$ cat src/hdl/hap_pkg.sv
// ----------------------------------------------------------------------------
// hap_pkg: shared types and constants of the artifact heat analyzer
// Geometry limits, derived widths, register map, pixel event and config types.
// ----------------------------------------------------------------------------
`default_nettype none

package hap_pkg;

  localparam int MAX_WIDTH  = 1024;
  localparam int MAX_HEIGHT = 1024;

  localparam int COL_W   = $clog2(MAX_WIDTH);
  localparam int ROW_W   = $clog2(MAX_HEIGHT);
  localparam int DIM_W   = $clog2(MAX_WIDTH + 1);
  localparam int HDIM_W  = $clog2(MAX_HEIGHT + 1);
  localparam int RING_DEPTH = 2 * MAX_WIDTH;
  localparam int SLOT_W  = $clog2(RING_DEPTH);
  localparam int SPAN_W  = SLOT_W + 1;

  localparam int PIX_W   = 8;
  localparam int GEOM_W  = 11;
  localparam int SENS_W  = 8;

  localparam int ADDR_W  = 4;
  localparam int DATA_W  = 32;

  localparam int QDEPTH  = 4;
  localparam int QPTR_W  = $clog2(QDEPTH);

  localparam logic [15:0] GRAY_KR = 16'd77;
  localparam logic [15:0] GRAY_KG = 16'd150;
  localparam logic [15:0] GRAY_KB = 16'd29;

  // floor(p/18) == (p*58255)>>20 for every 16-bit product
  localparam logic [15:0] DIV18_MUL = 16'd58255;
  localparam int          DIV18_SH  = 20;
  // floor(e/3) == (e*171)>>9 for 8-bit e
  localparam logic [7:0]  DIV3_MUL  = 8'd171;
  localparam int          DIV3_SH   = 9;

  localparam logic [7:0] PAL_SEG1 = 8'd85;
  localparam logic [7:0] PAL_SEG2 = 8'd170;
  localparam logic [7:0] PAL_BASE = 8'd128;
  localparam logic [7:0] PIX_MAX  = 8'd255;

  typedef enum logic [1:0] {
    REG_WIDTH  = 2'd0,
    REG_HEIGHT = 2'd1,
    REG_SENS   = 2'd2,
    REG_NONE   = 2'd3
  } hap_reg_t;

  typedef struct packed {
    logic [GEOM_W-1:0] frame_width;
    logic [GEOM_W-1:0] frame_height;
    logic [SENS_W-1:0] sensitivity;
  } hap_cfg_t;

  typedef struct packed {
    logic [PIX_W-1:0]  gray;
    logic [SLOT_W-1:0] wslot;
    logic [SLOT_W-1:0] rslot;
    logic              emit;
    logic [COL_W-1:0]  x;
    logic [ROW_W-1:0]  y;
    logic [DIM_W-1:0]  w;
    logic [HDIM_W-1:0] h;
    logic              last;
  } hap_ev_t;

endpackage

`default_nettype wire

$ cat src/hdl/hap_cfg.sv
// ----------------------------------------------------------------------------
// hap_cfg: configuration registers
// APB-style register file for frame geometry and boundary sensitivity.
// ----------------------------------------------------------------------------
`default_nettype none

module hap_cfg
  import hap_pkg::*;
(
  input  wire logic              clk,
  input  wire logic              rst_n,
  input  wire logic              psel,
  input  wire logic              penable,
  input  wire logic              pwrite,
  input  wire logic [ADDR_W-1:0] paddr,
  input  wire logic [DATA_W-1:0] pwdata,
  output logic      [DATA_W-1:0] prdata,
  output logic                   pready,
  output hap_cfg_t               cfg
);

  hap_cfg_t cfg_r;
  hap_reg_t idx;
  logic     wr_en;

  assign idx    = hap_reg_t'(paddr[3:2]);
  assign wr_en  = psel && penable && pwrite;
  assign pready = 1'b1;
  assign cfg    = cfg_r;

  always_ff @(posedge clk) begin
    if (!rst_n) begin
      cfg_r.frame_width  <= GEOM_W'(640);
      cfg_r.frame_height <= GEOM_W'(480);
      cfg_r.sensitivity  <= SENS_W'(55);
    end else if (wr_en) begin
      unique case (idx)
        REG_WIDTH:  cfg_r.frame_width  <= pwdata[GEOM_W-1:0];
        REG_HEIGHT: cfg_r.frame_height <= pwdata[GEOM_W-1:0];
        REG_SENS:   cfg_r.sensitivity  <= pwdata[SENS_W-1:0];
        default: ;
      endcase
    end
  end

  always_comb begin
    unique case (idx)
      REG_WIDTH:  prdata = DATA_W'(cfg_r.frame_width);
      REG_HEIGHT: prdata = DATA_W'(cfg_r.frame_height);
      REG_SENS:   prdata = DATA_W'(cfg_r.sensitivity);
      default:    prdata = '0;
    endcase
  end

endmodule

`default_nettype wire

$ cat config.mk
export PLATFORM = sky130hd
export DESIGN_NAME = hap_cfg
export DESIGN_NICKNAME = d
export VERILOG_FILES = /design/src/hdl/hap_pkg.sv /design/src/hdl/hap_cfg.sv
export SDC_FILE = /design/constraint.sdc
export NUM_CORES = 1
export LEC_CHECK = 0
export ABC_AREA = 1
export BUFFER_PORTS_ARGS = -buffer_cell sky130_fd_sc_hd__buf_2
export CAP_MARGIN = 0
export CELL_PAD_IN_SITES_DETAIL_PLACEMENT = 1
export CELL_PAD_IN_SITES_GLOBAL_PLACEMENT = 1
export CORE_MARGIN = 5
export CORE_UTILIZATION = 27
export DETAILED_ROUTE_END_ITERATION = 7
export PLACE_DENSITY = 0.86
export SLEW_MARGIN = 25
export SYNTH_ARGS = -nofsm -noshare
export SYNTH_HDL_FRONTEND = slang
export SYNTH_SLANG_ARGS = --single-unit
export TNS_END_PERCENT = 5
$ cat constraint.sdc
create_clock -name clk -period 0.9 [get_ports clk]
set_input_delay 0.18 -clock clk [delete_from_list [all_inputs] [get_ports clk]]
set_output_delay 0.18 -clock clk [all_outputs]
set_load 0.005 [all_outputs]
# Word level (Yosys, flattened, before mapping)
# Cells that the tools add are included.
[op_classes]
n_addsub = 0
multipliers = 0
div_mod_pow = 0
magnitude_cmp = 0
n_eq_ne = 2
shift = 0
n_mux = 1
bitwise_logic = 0
reduce_logical = 6
[ops]
columns = ["operator", "count"]
rows = [
  ["11-bit one-hot mux with 3 select lines", 1],
  ["2-bit AND reduction", 3],
  ["2-bit by 1-bit == test with 1-bit output, second input constant", 1],
  ["2-bit == test, second input constant", 1],
  ["1-bit logical AND", 2],
  ["2-bit zero test", 1],
]
[totals]
reg_bits = 30
latch_bits = 0
mem_bits_rw = 0
mem_bits_ro = 0
in_bits = 41
output_inout_bits = 63
word_cells = 12
memories = 0

# Depth between registers and ports, before layout
# Gate-level depths: netlist of the first run.
[depth]
depth_word = 3
ltp_mapped = 6
depth_no_buf = 5

# Worst setup path before layout of the first run
# Ideal clock, no wire load.
[synth_path]
kind = "input to output"
startpoint = "in paddr[3]"
endpoint = "out prdata[10]"
arrival_time_ns = 0.713
required_ns = 0.720
slack_ns = 0.007
path_stages = 3
path_cell_list = "nor2_1 > buf_2 > a22o_1"
[synth_between]
elab_chain_len = 2
[synth_lines]
columns = ["element", "line_no", "rtl"]
rows = [
  ["start, declared", "hap_cfg.sv:15", "input wire logic [ADDR_W-1:0] paddr,"],
  ["2-bit == test (tied with other cells)", "hap_cfg.sv:47", "unique case (idx)"],
  ["11-bit one-hot mux with 3 select lines *", "hap_cfg.sv:47", ""],
  ["end, declared", "hap_cfg.sv:17", "output logic [DATA_W-1:0] prdata,"],
]
# Every way passes the cells marked *; elsewhere a longest branch is shown, timed or not.

# Worst setup path after layout of the first run
[layout_path]
startpoint = "in paddr[2]"
endpoint = "out prdata[9]"
# Same word-level chain as after synthesis.

==> summary.md, run 1 <==
| Metric | Value |
|---|---|
| Status | finished, violations left |
| Failing checks | setup timing |
| Switching Fraction | 0.279 |
| TritonCTS Buffers | 5 |
| Vias per inst | 4.43 |
| Syn_area_per_cell | between 6 and 7 sq um |
| Post-layout minimum cycle time | roughly 1100 ps |
| Initial Util | 0.273 |
| Fmax | between 800 and 900 MHz |
| Clk_lat worst skew | approximately 280 ps |
| Antenna violation net count after detailed routing | 0 |
| Setup TNS Final | -2910 ps |
| Gate Count Post-Synth | roughly 240 |
| Port buffer count | 58 |
| Comb power frac | 0.182 |
| Clock transition at path regs | ~70 ps |
| Root Driver | clkbuf_8 |
| Largest net degree at the start of global routing | 31 |
| Final Slew Violations | 0 |
| Sequential power share | 0.468 |
| Int Power | 2130 uW |
| GR Util All Layers | 0.157 |
| Core ar. | around 6000 sq um |
| Worst Path Buf+Inv | 5 |
| Critical path's most frequent cell | buf_12 |
| # Max-Cap Violations | 0 |
| CTS Buffer Depth | 2 |
| Die footprint | about 7600 sq um |
| Cts hold-fix bufs | 0 |
| Vias in the first global route | 1832 |
| Placed cells | 373 |
| Final hold vios | 0 |
| Initial antenna violation count | 0 |
| Clk_skew | 0 ps |
| Clk network pwr share | 0.350 |
| Yosys reg bits | 30 |
| Die height | 86.9 um |
| Pwr dens | roughly 1200 nW/um^2 |
| I/O pins | 104 |
| # setup viols final | 40 |
| Sequential share of the synthesized area | 0.376 |
| Switching pwr | between 800 and 900 uW |
| Post-DP HPWL | 3.86 mm |
| Area grow syn2layout | 50.6% |
| Mapped cell area | ~1600 sq um |
| Crit path DAT | 940 ps |
| Final net count | 358 |
| Via count | around 1700 |
| Worst EP required | ~720 ps |
| Final worst slack | -222 ps |
| DR pass1 iterations | 4 |
| First-pass GRT wire length | between 9 and 10 mm |
| Fillcell total | 757 |
| Number of flip-flops in the largest register | 30 |
| WL per Instance | approximately 15 um |
| Row count | 28 |
| CP endpoint kind | output port |
| Setup Crit Path Kind | primary input to output port |
| RSZ-0062 raised after global routing | true |
| CP max stage cell | a22o_1 |
| Initial drt markers | 62 |
| Most frequent cells in the layout | 65 x nand2_1, 42 x buf_2, 39 x nor2_1, 35 x nand3_1, 28 x dfxtp_2 |
| Drt total wl | 5.71 mm |
| Reg area | approximately 640 sq um |
| CTS tree | done |
| Final Wtd Congestion | between 0.7 and 0.8 |
| Share of cells above drive strength 1 | 0.445 |
| Commonest non-fill, non-tap cell in the layout | nand2_1 |
| GRT overflow | 0 |
| Diode count | 0 |
| Leakage Power | approximately 0.0012 uW |
| Worst VDD drop | around 0.51 mV |
| Startpoint class of the critical path | primary input |
| Post-synthesis cell type count | 15 |
| Area occupied by multi-input gates | 821 sq um |
| Synth Warn # | 0 |
| Num Clock Sinks | 30 |
| CP delay by family, top | buffers and inverters |
| CP peak stage delay | 200 ps |
| Die X | 86.9 um |
| Worst-path fanout max | 8 |
| Period utilisation layout | 1.25 |
| Crit-path cells | buf_12 -> clkinv_8 -> nor2_4 -> buf_12 -> buf_12 -> a22o_1 -> buf_2 |
| Fin cells | roughly 390 |
| # DRC | 0 |
| HP Class | primary input to flip-flop |
| CTS H-tree depth | 2 |
## cell families after synthesis
logic type,Yosys count,synth area share
compound gates,3,0.0165
buf+inv,47,0.191
flops,30,0.376
other cells,2,0.00470
simple gates,156,0.411
## path summary, 6_finish.rpt
check                           startpoint   endpoint  slack (ps)  cells after the start
worst min register to register      cfg[2]     cfg[2]         460                      2
worst min-delay path             pwdata[9]    cfg[28]         120                      3
worst max-delay path              paddr[2]  prdata[9]        -220                      7
worst max register to register     cfg[17]    cfg[17]         190                      3
## layer usage
layer,GRT usage,part of all wire,vias to the layer above
met5,0,0,-
met3,0.0407,0.080,6
met1,0.180,0.39,820
li1,-,-,850
met2,0.286,0.52,62
met4,0.0382,0.0091,0
## layout make-up
cell class	count	share of cell area
Sequential cell	30	0.267
Timing Repair Buffer	85	0.292
Inverter	14	0.0271
Clock inverter	2	0.00416
Clock buffer	5	0.0286
Multi-Input combinational cell	181	0.341
Tap cell	75	0.0390
## synth_stat cells
| cell type | number | area (sq um) |
|---|---|---|
| buf_6 | 5 | 56.3 |
| inv_1 | 12 | 45.0 |
| nor2_2 | 3 | 18.8 |
| buf_2 | 1 | 5.00 |
| nand3_1 | 39 | 195 |
| buf_4 | 24 | 180 |
| nand2_1 | 72 | 270 |
| a22o_1 | 3 | 26.3 |
| clkbuf_1 | 1 | 3.75 |
| dfxtp_1 | 30 | 601 |
| inv_2 | 2 | 7.51 |
| nor2_1 | 40 | 150 |
| nor2_4 | 2 | 22.5 |
| conb_1 | 2 | 7.51 |
| buf_1 | 2 | 7.51 |
## power by group through the flow
stage	Clock, uW	Combinational (uW)	Sequential [uW]
4_1_cts	1070	518	1390
3_5_place_dp	0	436	1410
5_1_grt	1130	599	1390
3_3_place_gp	0	424	1410
2_1_floorplan	0	288	1410
6_report	1030	539	1380
## repair_timing
action	4_1_cts	5_1_grt
pin swaps	8	7
cloned	2	0
setup endpoints to repair	52	66
resized for setup	49	29
buffers inserted	9	2
## worst min-delay path: stages
cell	delay, ps
buf_2	90
nand2_1	40
nand3_1	60
## metrics by stage
stage | cell area, sq um | hold WS, ps | setup slack, ps | total power (uW) | util
global placement | 1980 | 413 | -304 | 1830 | 0.338
detailed placement | 1980 | 417 | -419 | 1850 | 0.338
global route | 2400 | 138 | -250 | 3110 | 0.411
finish | 2400 | 118 | -222 | 2960 | 0.411
floorplan | 1670 | 306 | 6.99 | 1700 | -
CTS | 2290 | 110 | -221 | 2970 | 0.392
No activity file was read; power rests on OpenSTA's default activity.
==> run 2, diff against run 1 <==
- ABC_AREA: 1 -> unset
- BUFFER_PORTS_ARGS: -buffer_cell sky130_fd_sc_hd__buf_2 -> -buffer_cell sky130_fd_sc_hd__clkbuf_2
- CORE_UTILIZATION: 27 -> 29
- PLACE_DENSITY: 0.86 -> 0.87
==> summary.md, run 2 <==
| Metric | Value |
|---|---|
| Worst Path Buf+Inv | 1 (-4) |
| RSZ-0062 raised after global routing | true |
| Fmax | 830 MHz (-6.9%) |
| Top-area cell type share of the netlist area | 0.378 (+0.00178) |
| I/O pins | 104 (unchanged) |
| Most frequent cells in the layout | 47 x clkbuf_2, 38 x nand2_1, 35 x mux2i_1, 30 x dfxtp_2, 25 x buf_4 |
| Core ar. | 5410 sq um (-7.6%) |
| Via count | 1539 (-11%) |
| Reg-to-reg endpoint | cfg[26] |
| Final worst slack | -305 ps (-83.0 ps) |
| Worst EP required | 720 ps (about the same) |
| Port buffer count | 58 (unchanged) |
| Row count | 27 (-3.6%) |
| Vias per inst | 4.42 (-0.25%) |
| Worst Setup EP | prdata[6] |
| Startpoint class of the critical path | flip-flop |
| Placed cells | 340 (-8.8%) |
| Antenna violation net count after detailed routing | 0 (unchanged) |
| Worst r2r src | cfg[26] |
| Diode count | 0 (unchanged) |
| DR pass1 iterations | 4 (unchanged) |
| First-pass GRT wire length | 8.31 mm (-8.9%) |
| Launch point of the worst path | cfg[14] |
| Final std cell area, no fill | 2450 sq um (+2.0%) |
| Async set-reset flop share out of synthesis | 0 (unchanged) |
| Share of cells above drive strength 1 | 0.522 (+0.0769) |
| Largest net degree at the start of global routing | 31 (unchanged) |
| Number of flip-flops in the largest register | 30 (unchanged) |
| Gate Count Post-Synth | 186 (-22%) |
| Commonest non-fill, non-tap cell in the layout | clkbuf_2 |
| Crit-path cells | mux2i_1 -> o21ai_1 -> buf_2 |
| Status | finished, violations left |
| TritonCTS Buffers | 5 (unchanged) |
| CP max stage cell | dfxtp_2 |
| Worst Reg2Reg Path Length in Cells | 4 (+1) |
| Leakage Power | 0.00118 uW (-2.8%) |
| CP peak stage delay | 340 ps (+140 ps) |
| Main area contributors after synthesis | dfxtp_1 38%, mux2i_1 22%, buf_4 11% |
| Final Slew Violations | 0 (unchanged) |
| Worst-path fanout max | 2 (-6) |
| Post-synthesis cell type count | 20 (+5) |
| Crit path depth | 3 (-4) |
| Cts hold-fix bufs | 0 (unchanged) |
| Clock transition at path regs | 70 ps (about the same) |
| Clk_lat worst skew | 280 ps (about the same) |
| CP delay by family, top | flip-flops |
| GR Util All Layers | 0.150 (-0.00690) |
| Initial Util | 0.294 (+0.0211) |
| # setup viols final | 41 (+2.5%) |
| Fin cells | 348 (-11%) |
| Die X | 84.0 um (-3.3%) |
| Drt total wl | 5.16 mm (-9.7%) |
| # DRC | 0 (unchanged) |
| GRT overflow | 0 (unchanged) |
| Finished Core Util | 0.454 (+0.0427) |
| Final net count | 317 (-11%) |
| Crit path DAT | 1020 ps (+80 ps) |
| Worst VDD drop | 0.486 mV (-5.6%) |
| Post-layout minimum cycle time | 1200 ps (+83.0 ps) |
| Syn_area_per_cell | 8.54 sq um (+27%) |
| Initial antenna violation count | 0 (unchanged) |
| # Max-Cap Violations | 0 (unchanged) |
| Mapped cell area | 1590 sq um (-0.47%) |
| Pwr dens | 1310 nW/um^2 (+6.3%) |
| Setup Crit Path Kind | flip-flop to output port |
| Final Wtd Congestion | 0.762 (+3.0%) |
| Yosys reg bits | 30 (unchanged) |
| Period utilisation layout | 1.34 (+0.0923) |
| Post-DP HPWL | 4.00 mm (+3.6%) |
| Most common cell in the netlist | nand2_1 |
| Synth Warn # | 0 (unchanged) |
| Sequential share of the synthesized area | 0.378 (+0.00178) |
| Die height | 84.0 um (-3.3%) |
| WL per Instance | 14.8 um (+1.8%) |
| Vias in the first global route | 1673 (-8.7%) |
| Post-synth EDFFs | 0 (unchanged) |
| Failing checks | setup timing |
| Num Clock Sinks | 30 (unchanged) |
| Area grow syn2layout | 54.3% |
| Worst Hold Path Cells | 3 (unchanged) |
| CP endpoint kind | output port |
| Setup TNS Final | -4730 ps (-1820 ps) |
| Initial drt markers | 58 (-6.5%) |
| Setup WS pre-CTS | -386 ps (+32.6 ps) |
| HP Class | primary input to flip-flop |
| Die footprint | 7060 sq um (-6.5%) |
| CTS H-tree depth | 2 (unchanged) |
| Dominant cell type by area after synthesis | dfxtp_1 |
| Clk_skew | 0 ps (unchanged) |
| Most common flop cell mapped by yosys | dfxtp_1 |
| CTS tree | done |
| CTS Buffer Depth | 2 (unchanged) |
| Post-synth top cells | 38 x nand2_1, 35 x mux2i_1, 30 x dfxtp_1, 23 x buf_4, 10 x nor2b_1 |
| Root Driver | clkbuf_8 |
| Worst reg2reg setup slack | 40 ps (-150 ps) |
| Final hold vios | 0 (unchanged) |
| Area after DPL | 2160 sq um (+9.4%) |
## run 2: cell count changes in the layout (fill, tap and decap cells not counted), sizes merged, moves of 3 or more
cell    change
mux2i      +35
buf        -34
nor2       -41
nor2b      +10
nand3      -38
o21ai      +13
clkinv      -3
clkbuf     +49
a22o        -3
inv         -7
o211ai      +6
nand2      -34
## run 2: cells by family after synthesis
kind of cell | after synthesis | share of synthesized area
and+or+nand+nor | 58 | 0.168
buffers and inverters | 41 | 0.155
muxes | 35 | 0.220
DFF | 30 | 0.378
AOI/OAI and AO/OA | 20 | 0.0740
other | 2 | 0.00473
## run 2: power breakdown
| part | total [uW] | switching [uW] | internal (uW) |
|---|---|---|---|
| combinational | 445 | 231 | 215 |
| sequential | 1370 | 15.1 | 1350 |
| clock | 1400 | 511 | 885 |
## run 2: what timing repair did
| action | in CTS | in global routing |
|---|---|---|
| gates resized for setup | 47 | 24 |
| pin swaps | 1 | 3 |
| endpoints found under the setup margin | 64 | 58 |
| buffers inserted | 0 | 1 |
| hold endpoints to repair | 0 | 0 |
| cloned | 0 | 0 |
## run 2: how the worst min path moves through the flow
stage | startpoint | end | slack, ps
finish | pwdata[8] | cfg[27] | 140
global route | pwdata[9] | cfg[17] | 150
CTS | pwdata[9] | cfg[17] | 140
detailed placement | pwdata[7] | cfg[7] | 440
global placement | pwdata[9] | cfg[17] | 420
floorplan | pwdata[9] | cfg[17] | 320
## run 2: through the flow
stage,total power (uW),hold slack [ps]
global placement,1790,423
floorplan,1660,322
CTS,3210,137
detailed placement,1800,442
finish,3210,141
global route,3350,150
## run 2: layout make-up
type / instances / area [sq um]
Tap cell: 72 / 90.1
Clock inverter: 1 / 30.0
Multi-Input combinational cell: 135 / 863
Sequential cell: 30 / 638
Fill cell: 666 / 2950
Clock buffer: 6 / 82.6
Inverter: 6 / 22.5
Timing Repair Buffer: 98 / 726
## run 2: per-layer routing
metal	wire, um	global-route usage	part of all wire	vias up
met2	2760	0.276	0.53	46
met5	0	0	0	-
met1	1940	0.153	0.38	737
li1	-	-	-	748
met3	349	0.0523	0.068	8
met4	108	0.0570	0.021	0
## run 2: worst reg2reg max path, cell delays in order, from the launching register on
cell and delay, ps:
dfxtp_2 330, buf_4 130, buf_6 110, nor2b_2 100
mux2i_1 70
==> run 3, diff against run 2 <==
- GPL_ROUTABILITY_DRIVEN: unset -> 0
- TNS_END_PERCENT: 5 -> 1
==> summary.md, run 3 (synthesis results as in run 2) <==
| Metric | Value |
|---|---|
| Pwr dens | 1310 nW/um^2 (+0.53%) |
| Drt total wl | 5.18 mm (+0.41%) |
| Vias in the first global route | 1674 (+0.060%) |
| Post-layout minimum cycle time | 1220 ps (+15.3 ps) |
| Initial drt markers | 39 (-33%) |
| Final hold vios | 0 (unchanged) |
| Initial Util | 0.294 (unchanged) |
| Startpoint class of the critical path | flip-flop |
| Worst r2r src | cfg[26] |
| Total power | 3210 uW (+0.12%) |
| Switching pwr | 761 uW (+0.63%) |
| Switching Fraction | 0.237 (+0.00120) |
| Clk_skew | 0 ps (unchanged) |
| Fmax | 820 MHz (-1.3%) |
| Final net count | 316 (-0.32%) |
| Clk network pwr share | 0.436 (about the same) |
| Commonest non-fill, non-tap cell in the layout | clkbuf_2 |
| Hold Path End | cfg[27] |
| Post-DP HPWL | 4.00 mm (unchanged) |
| Worst EP required | 720 ps (about the same) |
| Period utilisation layout | 1.36 (+0.0171) |
| Vias per inst | 4.46 (+0.74%) |
| CTS H-tree depth | 2 (unchanged) |
| Die X | 84.0 um (unchanged) |
| Core ar. | 5410 sq um (unchanged) |
| First-pass GRT wire length | 8.31 mm (unchanged) |
| # Max-Cap Violations | 0 (unchanged) |
| Reg-to-reg endpoint | cfg[26] |
| Largest net degree at the start of global routing | 31 (unchanged) |
| Final std cell area, no fill | 2440 sq um (-0.41%) |
| Setup Crit Path Kind | flip-flop to output port |
| I/O pins | 104 (unchanged) |
| Die footprint | 7060 sq um (unchanged) |
| Setup bufs post-CTS | 0 (unchanged) |
| Worst Hold Launch | pwdata[8] |
| Leakage Power | 0.00118 uW (-0.41%) |
| GR Util All Layers | 0.150 (unchanged) |
| Final Slew Violations | 0 (unchanged) |
| # setup viols final | 41 (unchanged) |
| Share of cells above drive strength 1 | 0.516 (-0.00538) |
| Placed cells | 340 (unchanged) |
| Clock transition at path regs | 70 ps (about the same) |
| Status | finished, violations left |
| Sequential power share | 0.426 (about the same) |
| Fin cells | 347 (-0.29%) |
| Die height | 84.0 um (unchanged) |
| Area grow syn2layout | 53.7% |
| Int Power | 2450 uW (about the same) |
| Top layer in use | met4 |
| Number of flip-flops in the largest register | 30 (unchanged) |
| CTS Buffer Depth | 2 (unchanged) |
| Most frequent cells in the layout | 48 x clkbuf_2, 38 x nand2_1, 35 x mux2i_1, 30 x dfxtp_2, 24 x buf_4 |
| CTS tree | done |
| # DRC | 0 (unchanged) |
| Root Driver | clkbuf_8 |
| RSZ-0062 raised after global routing | true |
| Met2 WL | 2.71 mm (-1.8%) |
| Routed metal-1 wire length | 1.98 mm (+1.8%) |
| TritonCTS Buffers | 5 (unchanged) |
| DR pass1 iterations | 4 (unchanged) |
| Initial antenna violation count | 0 (unchanged) |
| Crit path DAT | 1040 ps (+20 ps) |
| Worst Hold Path Cells | 3 (unchanged) |
| Final worst slack | -320 ps (-15.3 ps) |
| Clk_lat worst skew | 280 ps (about the same) |
| GRT overflow | 0 (unchanged) |
| Setup WS pre-CTS | -386 ps (unchanged) |
| Failing checks | setup timing |
| Via count | 1546 (+0.45%) |
| Diode count | 0 (unchanged) |
| Worst Reg2Reg Path Length in Cells | 3 (-1) |
| Row count | 27 (unchanged) |
| WL per Instance | 14.9 um (+0.70%) |
| Antenna violation net count after detailed routing | 0 (unchanged) |
| Num Clock Sinks | 30 (unchanged) |
| Worst reg2reg setup slack | 120 ps (+80 ps) |
| Port buffer count | 58 (unchanged) |
| Area after DPL | 2160 sq um (unchanged) |
| HP Class | primary input to flip-flop |
| CP endpoint kind | output port |
| Comb power frac | 0.138 (about the same) |
| Worst-path fanout max | 2 (unchanged) |
| Worst VDD drop | 0.484 mV (-0.33%) |
| DR WL met3 | 361 um (+3.4%) |
## run 3: cell types whose count changed in the layout (fill, tap and decap cells not counted), sizes merged
| cell | before | now |
|---|---|---|
| buf | 50 | 48 |
| clkbuf | 54 | 55 |
## run 3: worst max-delay path by stage
stage | startpoint | to | depth (start not counted)
after CTS | cfg[14] | prdata[6] | 3
final | cfg[26] | prdata[7] | 3
after detailed placement | pwrite | cfg[1] | 5
after global routing | cfg[14] | prdata[6] | 3
after floorplan | paddr[2] | cfg[26] | 4
after global placement | pwrite | cfg[3] | 5
## run 3: critical path: stages (launching register included)
cell and delay (ps):
dfxtp_2 350, mux2i_1 70, o21ai_1 180, clkbuf_2 150
## run 3: metrics by stage
stage	util	setup TNS [ps]	hold WS [ps]
3_3_place_gp	0.400	-10300	423
5_1_grt	0.452	-6300	150
6_report	0.452	-4660	139
3_5_place_dp	0.400	-12190	442
4_1_cts	0.441	-4860	137
2_1_floorplan	-	-3240	322
## run 3: power groups by stage
| stage | combinational [uW] | sequential [uW] | clock [uW] |
|---|---|---|---|
| final | 444 | 1370 | 1400 |
| after global routing | 488 | 1370 | 1490 |
| after CTS | 434 | 1370 | 1410 |
| after detailed placement | 408 | 1390 | 0 |
| after global placement | 396 | 1390 | 0 |
| after floorplan | 268 | 1390 | 0 |
## run 3: routing by layer
| layer | GRT usage | up-vias |
|---|---|---|
| li1 | - | 747 |
| met5 | 0 | - |
| met2 | 0.276 | 52 |
| met1 | 0.153 | 737 |
| met3 | 0.0523 | 10 |
| met4 | 0.0570 | 0 |
## run 3: area by class of cell
| type | instances | area, sq um |
|---|---|---|
| tap | 72 | 90.1 |
| clock buffer | 6 | 82.6 |
| clock inverter | 1 | 30.0 |
| fill | 666 | 2960 |
| sequential | 30 | 638 |
| timing repair buffer | 97 | 718 |
| multi-input combinational | 135 | 861 |
| inverter | 6 | 22.5 |
## run 3: what timing repair did
item | CTS | global route
pin swaps | 1 | 2
endpoints found under the setup margin | 64 | 58
resized for setup | 47 | 22
hold buffers | 0 | 0
